**src/hw/rtl/uer_pkg.sv**
```systemverilog
`default_nettype none

package uer_pkg;

    // Register indexes on the configuration port.
    localparam int CFG_INDEX_W = 2;
    localparam int CFG_DATA_W  = 16;

    localparam logic [CFG_INDEX_W-1:0] CFG_IDX_TRIGGER_TICKS = 2'd0;
    localparam logic [CFG_INDEX_W-1:0] CFG_IDX_TIMEOUT_TICKS = 2'd1;
    localparam logic [CFG_INDEX_W-1:0] CFG_IDX_MAX_DISTANCE  = 2'd2;

    localparam logic [7:0]  TRIGGER_TICKS_RST = 8'd10;
    localparam logic [15:0] TIMEOUT_TICKS_RST = 16'd30000;
    localparam logic [9:0]  MAX_DISTANCE_RST  = 10'd400;

    // Distance is width * 17 / 1000, built up one tick at a time.
    localparam logic [10:0] CM_STEP = 11'd17;
    localparam logic [10:0] CM_DIV  = 11'd1000;

    localparam int S_TDATA_W = 8;
    localparam int M_TDATA_W = 24;

    typedef enum logic [1:0] {
        PH_IDLE = 2'd0,
        PH_TRIG = 2'd1,
        PH_RISE = 2'd2,
        PH_HIGH = 2'd3
    } phase_t;

    typedef struct packed {
        logic [9:0]  max_distance;
        logic [15:0] timeout_ticks;
        logic [7:0]  trigger_ticks;
    } cfg_t;

    typedef struct packed {
        logic       busy_res;
        logic       timed_out;
        logic       measure_done;
        logic [7:0] err_count;
        logic [9:0] distance_cm;
        logic       trigger;
    } res_t;

endpackage

`default_nettype wire

```
**src/hw/rtl/uer_cfg.sv**
```systemverilog
`default_nettype none

module uer_cfg (
    input  wire logic                            aclk,
    input  wire logic                            aresetn,
    input  wire logic                            cfg_we,
    input  wire logic [uer_pkg::CFG_INDEX_W-1:0] cfg_index,
    input  wire logic [uer_pkg::CFG_DATA_W-1:0]  cfg_data,
    output uer_pkg::cfg_t                        cfg
);

    uer_pkg::cfg_t cfg_reg;
    uer_pkg::cfg_t cfg_next;

    always_comb begin
        cfg_next = cfg_reg;
        if (cfg_we) begin
            unique case (cfg_index)
                uer_pkg::CFG_IDX_TRIGGER_TICKS: cfg_next.trigger_ticks = cfg_data[7:0];
                uer_pkg::CFG_IDX_TIMEOUT_TICKS: cfg_next.timeout_ticks = cfg_data[15:0];
                uer_pkg::CFG_IDX_MAX_DISTANCE:  cfg_next.max_distance  = cfg_data[9:0];
                default: ;
            endcase
        end
    end

    always_ff @(posedge aclk) begin
        if (!aresetn) begin
            cfg_reg.trigger_ticks <= uer_pkg::TRIGGER_TICKS_RST;
            cfg_reg.timeout_ticks <= uer_pkg::TIMEOUT_TICKS_RST;
            cfg_reg.max_distance  <= uer_pkg::MAX_DISTANCE_RST;
        end else begin
            cfg_reg <= cfg_next;
        end
    end

    assign cfg = cfg_reg;

endmodule

`default_nettype wire

```
**src/hw/rtl/uer_ctrl.sv**
```systemverilog
`default_nettype none

module uer_ctrl #(
    parameter int ERR_COUNT_BITS = 8
) (
    input  wire logic          aclk,
    input  wire logic          aresetn,
    input  wire logic          step,
    input  wire logic          start_req,
    input  wire logic          echo,
    input  wire uer_pkg::cfg_t cfg,
    output uer_pkg::res_t      res
);

    uer_pkg::phase_t               phase_reg,  phase_next;
    logic [15:0]                   ticks_reg,  ticks_next;
    logic [15:0]                   width_reg,  width_next;
    logic [9:0]                    rem_reg,    rem_next;
    logic [10:0]                   dist_reg,   dist_next;
    logic [9:0]                    last_reg,   last_next;
    logic [ERR_COUNT_BITS-1:0]     errors_reg, errors_next;

    uer_pkg::phase_t phase_cur;
    logic [15:0]     ticks_cur;
    logic [15:0]     ticks_inc;
    logic [7:0]      trig_len;
    logic [10:0]     rem_sum;
    logic            timeout_hit;
    logic            trig_out;
    logic            done;
    logic [31:0]     errors_wide;

    always_ff @(posedge aclk) begin
        if (!aresetn) begin
            phase_reg  <= uer_pkg::PH_IDLE;
            ticks_reg  <= '0;
            width_reg  <= '0;
            rem_reg    <= '0;
            dist_reg   <= '0;
            last_reg   <= '0;
            errors_reg <= '0;
        end else if (step) begin
            phase_reg  <= phase_next;
            ticks_reg  <= ticks_next;
            width_reg  <= width_next;
            rem_reg    <= rem_next;
            dist_reg   <= dist_next;
            last_reg   <= last_next;
            errors_reg <= errors_next;
        end
    end

    always_comb begin
        trig_len    = (cfg.trigger_ticks == 8'd0) ? 8'd1 : cfg.trigger_ticks;
        phase_cur   = phase_reg;
        ticks_cur   = ticks_reg;
        if (phase_reg == uer_pkg::PH_IDLE && start_req) begin
            phase_cur = uer_pkg::PH_TRIG;
            ticks_cur = '0;
        end
        ticks_inc   = 16'(ticks_cur + 16'd1);
        rem_sum     = 11'({1'b0, rem_reg} + uer_pkg::CM_STEP);

        phase_next  = phase_cur;
        ticks_next  = ticks_cur;
        width_next  = width_reg;
        rem_next    = rem_reg;
        dist_next   = dist_reg;
        last_next   = last_reg;
        errors_next = errors_reg;
        trig_out    = 1'b0;
        done        = 1'b0;
        timeout_hit = 1'b0;

        unique case (phase_cur)
            uer_pkg::PH_IDLE: ;
            uer_pkg::PH_TRIG: begin
                trig_out = 1'b1;
                if (ticks_inc >= {8'd0, trig_len}) begin
                    phase_next = uer_pkg::PH_RISE;
                    ticks_next = '0;
                end else begin
                    ticks_next = ticks_inc;
                end
            end
            uer_pkg::PH_RISE: begin
                if (echo) begin
                    // The rising tick already counts as one tick of width.
                    phase_next = uer_pkg::PH_HIGH;
                    ticks_next = '0;
                    width_next = 16'd1;
                    rem_next   = uer_pkg::CM_STEP[9:0];
                    dist_next  = '0;
                end else if (ticks_cur >= cfg.timeout_ticks) begin
                    timeout_hit = 1'b1;
                end else begin
                    ticks_next = ticks_inc;
                end
            end
            uer_pkg::PH_HIGH: begin
                if (echo) begin
                    if (width_reg >= cfg.timeout_ticks) begin
                        timeout_hit = 1'b1;
                    end else begin
                        width_next = 16'(width_reg + 16'd1);
                        if (rem_sum >= uer_pkg::CM_DIV) begin
                            rem_next  = 10'(rem_sum - uer_pkg::CM_DIV);
                            dist_next = 11'(dist_reg + 11'd1);
                        end else begin
                            rem_next  = rem_sum[9:0];
                        end
                    end
                end else begin
                    done       = 1'b1;
                    phase_next = uer_pkg::PH_IDLE;
                    ticks_next = '0;
                    if (dist_reg != 11'd0 && dist_reg <= {1'b0, cfg.max_distance}) begin
                        last_next   = dist_reg[9:0];
                        errors_next = '0;
                    end
                end
            end
            default: ;
        endcase

        if (timeout_hit) begin
            done       = 1'b1;
            phase_next = uer_pkg::PH_IDLE;
            ticks_next = '0;
            if (errors_reg != {ERR_COUNT_BITS{1'b1}}) begin
                errors_next = ERR_COUNT_BITS'(errors_reg + 1'b1);
            end
        end

        errors_wide      = 32'(errors_next);
        res.trigger      = trig_out;
        res.distance_cm  = last_next;
        res.err_count    = (errors_wide > 32'd255) ? 8'hFF : errors_wide[7:0];
        res.measure_done = done;
        res.timed_out    = timeout_hit;
        res.busy_res     = (phase_next != uer_pkg::PH_IDLE);
    end

endmodule

`default_nettype wire

```
**src/hw/rtl/ultrasonic_echo_ranger.sv**
```systemverilog
// Ultrasonic echo ranging controller.
// Each input beat on the s_ channel is one microsecond tick carrying the start
// request and the sampled echo pin. Every accepted beat produces exactly one
// result beat on the m_ channel with the trigger pin level, the last valid
// distance in centimetres, the timeout count since the last valid distance and the done,
// timed-out and busy flags, all showing the state after that tick.
// A beat passes an input register and then the control logic into the result
// register, and one beat is taken every cycle in steady flow while m_tready
// stays high. The tick-to-tick state loop closes through the controller
// registers, with the distance built up by adding 17 per echo tick into a
// remainder against 1000.
// When the receiver stalls, the result register holds its beat and the input
// register takes one more; s_tready drops only once both are full.
// Configuration writes on cfg_we/cfg_index/cfg_data take effect on the next
// tick and are meant to be made while no measurement runs.
// Synchronous active-low reset returns the controller to idle, clears the
// distance and error count, loads the default register values and empties
// both pipeline registers.
`default_nettype none

module ultrasonic_echo_ranger #(
    parameter int ERR_COUNT_BITS = 8
) (
    input  wire logic                            aclk,
    input  wire logic                            aresetn,
    input  wire logic                            s_tvalid,
    output wire logic                            s_tready,
    // bit 0 start_req, bit 1 echo, bits 7:2 zero
    input  wire logic [uer_pkg::S_TDATA_W-1:0]   s_tdata,
    output wire logic                            m_tvalid,
    input  wire logic                            m_tready,
    // bit 0 trigger, 10:1 distance_cm, 18:11 err_count, 19 measure_done,
    // 20 timed_out, 21 busy_res, 23:22 zero
    output wire logic [uer_pkg::M_TDATA_W-1:0]   m_tdata,
    input  wire logic                            cfg_we,
    input  wire logic [uer_pkg::CFG_INDEX_W-1:0] cfg_index,
    input  wire logic [uer_pkg::CFG_DATA_W-1:0]  cfg_data
);

    uer_pkg::cfg_t cfg;
    uer_pkg::res_t res;

    logic       in_valid_reg, in_valid_next;
    logic [1:0] in_data_reg;
    logic       out_valid_reg, out_valid_next;
    logic [uer_pkg::M_TDATA_W-1:0] out_data_reg;
    logic       fire;
    logic       in_ready;

    assign fire     = in_valid_reg && (!out_valid_reg || m_tready);
    assign in_ready = !in_valid_reg || fire;

    always_comb begin
        in_valid_next  = in_ready ? s_tvalid : in_valid_reg;
        out_valid_next = fire ? 1'b1 : (m_tready ? 1'b0 : out_valid_reg);
    end

    always_ff @(posedge aclk) begin
        if (!aresetn) begin
            in_valid_reg  <= 1'b0;
            out_valid_reg <= 1'b0;
        end else begin
            in_valid_reg  <= in_valid_next;
            out_valid_reg <= out_valid_next;
        end
    end

    always_ff @(posedge aclk) begin
        if (s_tvalid && in_ready) begin
            in_data_reg <= s_tdata[1:0];
        end
        if (fire) begin
            out_data_reg <= {2'b00, res};
        end
    end

    uer_cfg u_cfg (
        .aclk      (aclk),
        .aresetn   (aresetn),
        .cfg_we    (cfg_we),
        .cfg_index (cfg_index),
        .cfg_data  (cfg_data),
        .cfg       (cfg)
    );

    uer_ctrl #(
        .ERR_COUNT_BITS (ERR_COUNT_BITS)
    ) u_ctrl (
        .aclk      (aclk),
        .aresetn   (aresetn),
        .step      (fire),
        .start_req (in_data_reg[0]),
        .echo      (in_data_reg[1]),
        .cfg       (cfg),
        .res       (res)
    );

    assign s_tready = in_ready;
    assign m_tvalid = out_valid_reg;
    assign m_tdata  = out_data_reg;

endmodule

`default_nettype wire

```
**config.mk**
```make
export PLATFORM = sky130hd
export DESIGN_NAME = ultrasonic_echo_ranger
export DESIGN_NICKNAME = d
export VERILOG_FILES = /design/src/hw/rtl/uer_pkg.sv /design/src/hw/rtl/uer_cfg.sv /design/src/hw/rtl/uer_ctrl.sv /design/src/hw/rtl/ultrasonic_echo_ranger.sv
export SDC_FILE = /design/constraint.sdc
export NUM_CORES = 1
export LEC_CHECK = 0
export ABC_AREA = 1
export BUFFER_PORTS_ARGS = -buffer_cell sky130_fd_sc_hd__buf_2
export CAP_MARGIN = 10
export CORE_MARGIN = 2
export CORE_UTILIZATION = 66
export CTS_BUF_LIST = sky130_fd_sc_hd__clkbuf_16
export CTS_CLUSTER_DIAMETER = 80
export DETAILED_ROUTE_END_ITERATION = 8
export PLACE_DENSITY = 0.86
export SLEW_MARGIN = 25
export SYNTH_ARGS = -nofsm -noshare
export SYNTH_HDL_FRONTEND = slang
export SYNTH_SLANG_ARGS = --single-unit
```
**constraint.sdc**
```tcl
create_clock -name aclk -period 6.9 [get_ports aclk]
set_clock_uncertainty 0.1 [all_clocks]
set_input_delay 1.38 -clock aclk [delete_from_list [all_inputs] [get_ports aclk]]
set_output_delay 1.38 -clock aclk [all_outputs]
set_load 0.02 [all_outputs]
```
==> impl_metrics.json <==
{
  "drc": 0,
  "met1Wirelength_mm": 8.94,
  "rsz0062_at_grt": "false",
  "post_dp_cell_area_um2": 8530,
  "htreeDepth": 4,
  "via_per_inst": 5.78,
  "required_ns": 6.98,
  "cp-end-kind": "flip-flop",
  "die-area_um2": 13400,
  "grt_use_total": 0.320,
  "initial_core_util": 0.679,
  "numCtsBuffers": 17,
  "yosysSeqAreaShare": 0.353,
  "cp_slowest_cell": "nand2_1",
  "clkLatencyLatePin_ns": 0.43,
  "ys_types": 42,
  "yosys_warnings": 0,
  "postCtsSetupRepairBufs": 0,
  "die-width_um": 116,
  "ctsRootBufferMaster": "clkbuf_16",
  "io_pins": 57,
  "cap_violations": 0,
  "cts.sinks": 133,
  "final_area_um2": 9100,
  "worstPathMaxFanout": 29,
  "cts_hold_buf": 0,
  "synthTopCellsByCount": "nand2_1 (262), inv_1 (155), a21oi_1 (110), dfxtp_1 (109), o21ai_0 (102)",
  "final_core_util": 0.751,
  "vias": 8038,
  "start_kind": "flip-flop",
  "max-vdd-ir-drop_v": 0.000173,
  "netlist.area_leader.share": 0.265,
  "dr.max_layer_used": "met4",
  "core_um2": 12100,
  "worst_pin_slew_ns": 0.940,
  "wl_met3_mm": 1.56,
  "clkTransAtPathRegs_ns": 0.06,
  "grt_max_degree": 56,
  "crit_chain": "nor2_2 -> nand2_4 -> inv_2 -> nor2_2 -> ha_1 -> nand2_1 -> inv_1 -> nand3_1 -> nor3_1 -> nand3_1 -> nand3_1 -> nand2_1 -> nand2_1 -> inv_1 -> nand3_1 -> nand2_1",
  "crit_arrival_ns": 4.52,
  "period_needed_ns": 4.44,
  "syn2layout_area_growth_pct": 10.6,
  "period_share": 0.643,
  "cts.repair.resized": 0,
  "setup_tns_ns": 0,
  "fin_nets": 1299,
  "synth_area_leaders": "dfxtp_1 (27%), nand2_1 (12%), ha_1 (8.8%), edfxtp_1 (8.8%), inv_1 (7.1%)",
  "postSynth.asyncResetShare": 0,
  "die_height_um": 116,
  "status": "completed",
  "grt_pass1_wl_mm": 34.3,
  "cts_tree": "yes",
  "synth_edf_count": 24,
  "antenna_cells": 0,
  "report.final.slew_viol_count": 0,
  "antenna_found_initial": 0,
  "critPathMaxStageDelay_ns": 0.76,
  "finalHoldViolations": 0,
  "ys_ff_latch": 133,
  "largest_reg_flops": 34,
  "clock_path_buffers": 2,
  "max_freq_mhz": 225,
  "drt-pass1-iter-count": 6,
  "synth_top_area_cell": "dfxtp_1",
  "drt_first_iter_violations": 745,
  "wl_per_cell_um": 15.0,
  "p_leak_nw": 4.10,
  "routed-wl-met2_mm": 9.83,
  "place_congestion": 0.965,
  "drive_gt1_frac": 0.0924,
  "place_hpwl_mm": 14.3,
  "fill_cells": 980,
  "worstHoldPathType": "reg2reg",
  "yosysMostFrequentCell": "nand2_1",
  "wl_mm": 20.8,
  "io_buffers": 48,
  "yosys_most_used_dff": "dfxtp_1",
  "ant_nets": 0,
  "p_per_area_nw_per_um2": 214,
  "grt_pass1_vias": 7307,
  "worst-setup-path-type": "reg2reg",
  "synth_area_um2": 8230,
  "rows": 40,
  "grt_overflow": 0,
  "synthCells": 1178,
  "setup_viol": 0,
  "layout.cells.non_filler": 1391,
  "dp_cells": 1359,
  "synth_area_per_cell_um2": 6.99,
  "slew_headroom": 0.372
}
worst paths after layout:
kind	slack [ns]	start	cells after the start	end
worst min-delay path	0.37	u_cfg.cfg[27]$_SDFFE_PN0P_	2	u_cfg.cfg[27]$_SDFFE_PN0P_
worst max register to register	2.46	u_ctrl.phase_reg[1]$_SDFFE_PN0P_	16	m_tdata[21]$_DFFE_PP_
worst max-delay path	2.46	u_ctrl.phase_reg[1]$_SDFFE_PN0P_	16	m_tdata[21]$_DFFE_PP_
worst min register to register	0.37	u_cfg.cfg[27]$_SDFFE_PN0P_	2	u_cfg.cfg[27]$_SDFFE_PN0P_
worst max-delay path, delay by kind of cell, from the launching register on:
| kind | cells | cell delay (ns) |
|---|---|---|
| buffers and inverters | 3 | 0.70 |
| adders and majority gates | 1 | 0.17 |
| DFF | 1 | 0.46 |
| and+or+nand+nor | 12 | 2.75 |
stage by stage:
stage	worst slack (ns)	power (mW)	hold slack, ns
finish	2.46	1.95	0.366
global route	2.15	2.01	0.395
CTS	2.61	1.94	0.366
detailed placement	2.63	1.08	0.358
global placement	2.73	1.07	0.352
floorplan	3.79	1.02	0.335
area by class of cell:
| cell class | count | area (µm²) | share of cell area |
|---|---|---|---|
| timing repair buffer | 53 | 278 | 0.0305 |
| sequential | 133 | 2900 | 0.319 |
| tap | 168 | 210 | 0.0231 |
| clock buffer | 18 | 450 | 0.0495 |
| clock inverter | 14 | 118 | 0.0129 |
| multi-input combinational | 843 | 4530 | 0.498 |
| inverter | 162 | 608 | 0.0668 |
layer usage:
| layer | GRT usage | vias to the layer above |
|---|---|---|
| met5 | 0 | - |
| met3 | 0.0601 | 51 |
| met2 | 0.525 | 336 |
| li1 | - | 3960 |
| met4 | 0.129 | 0 |
| met1 | 0.420 | 3691 |
power breakdown:
group,internal [mW],total [mW],switching [mW]
clock network,0.542,0.879,0.338
logic,0.0696,0.222,0.153
registers,0.825,0.845,0.0193
total,1.44,1.95,0.510
cells in the final DEF (no fill, tap or decap), types with 24 or more instances in the layout:
cell / instances
nand2_1: 262
inv_1: 158
a21oi_1: 110
dfxtp_1: 109
o21ai_0: 102
nor2_1: 96
nand3_1: 74
ha_1: 58
buf_2: 48
edfxtp_1: 24
cells by family after synthesis:
| family | after synthesis | synth area share |
|---|---|---|
| fa+ha+maj | 58 | 0.0882 |
| simple gates | 510 | 0.271 |
| other cells | 1 | 0.000456 |
| xor+xnor | 26 | 0.0277 |
| compound gates | 247 | 0.163 |
| flops | 133 | 0.353 |
| buf+inv | 203 | 0.0967 |
(Power assumes the default switching activity.)
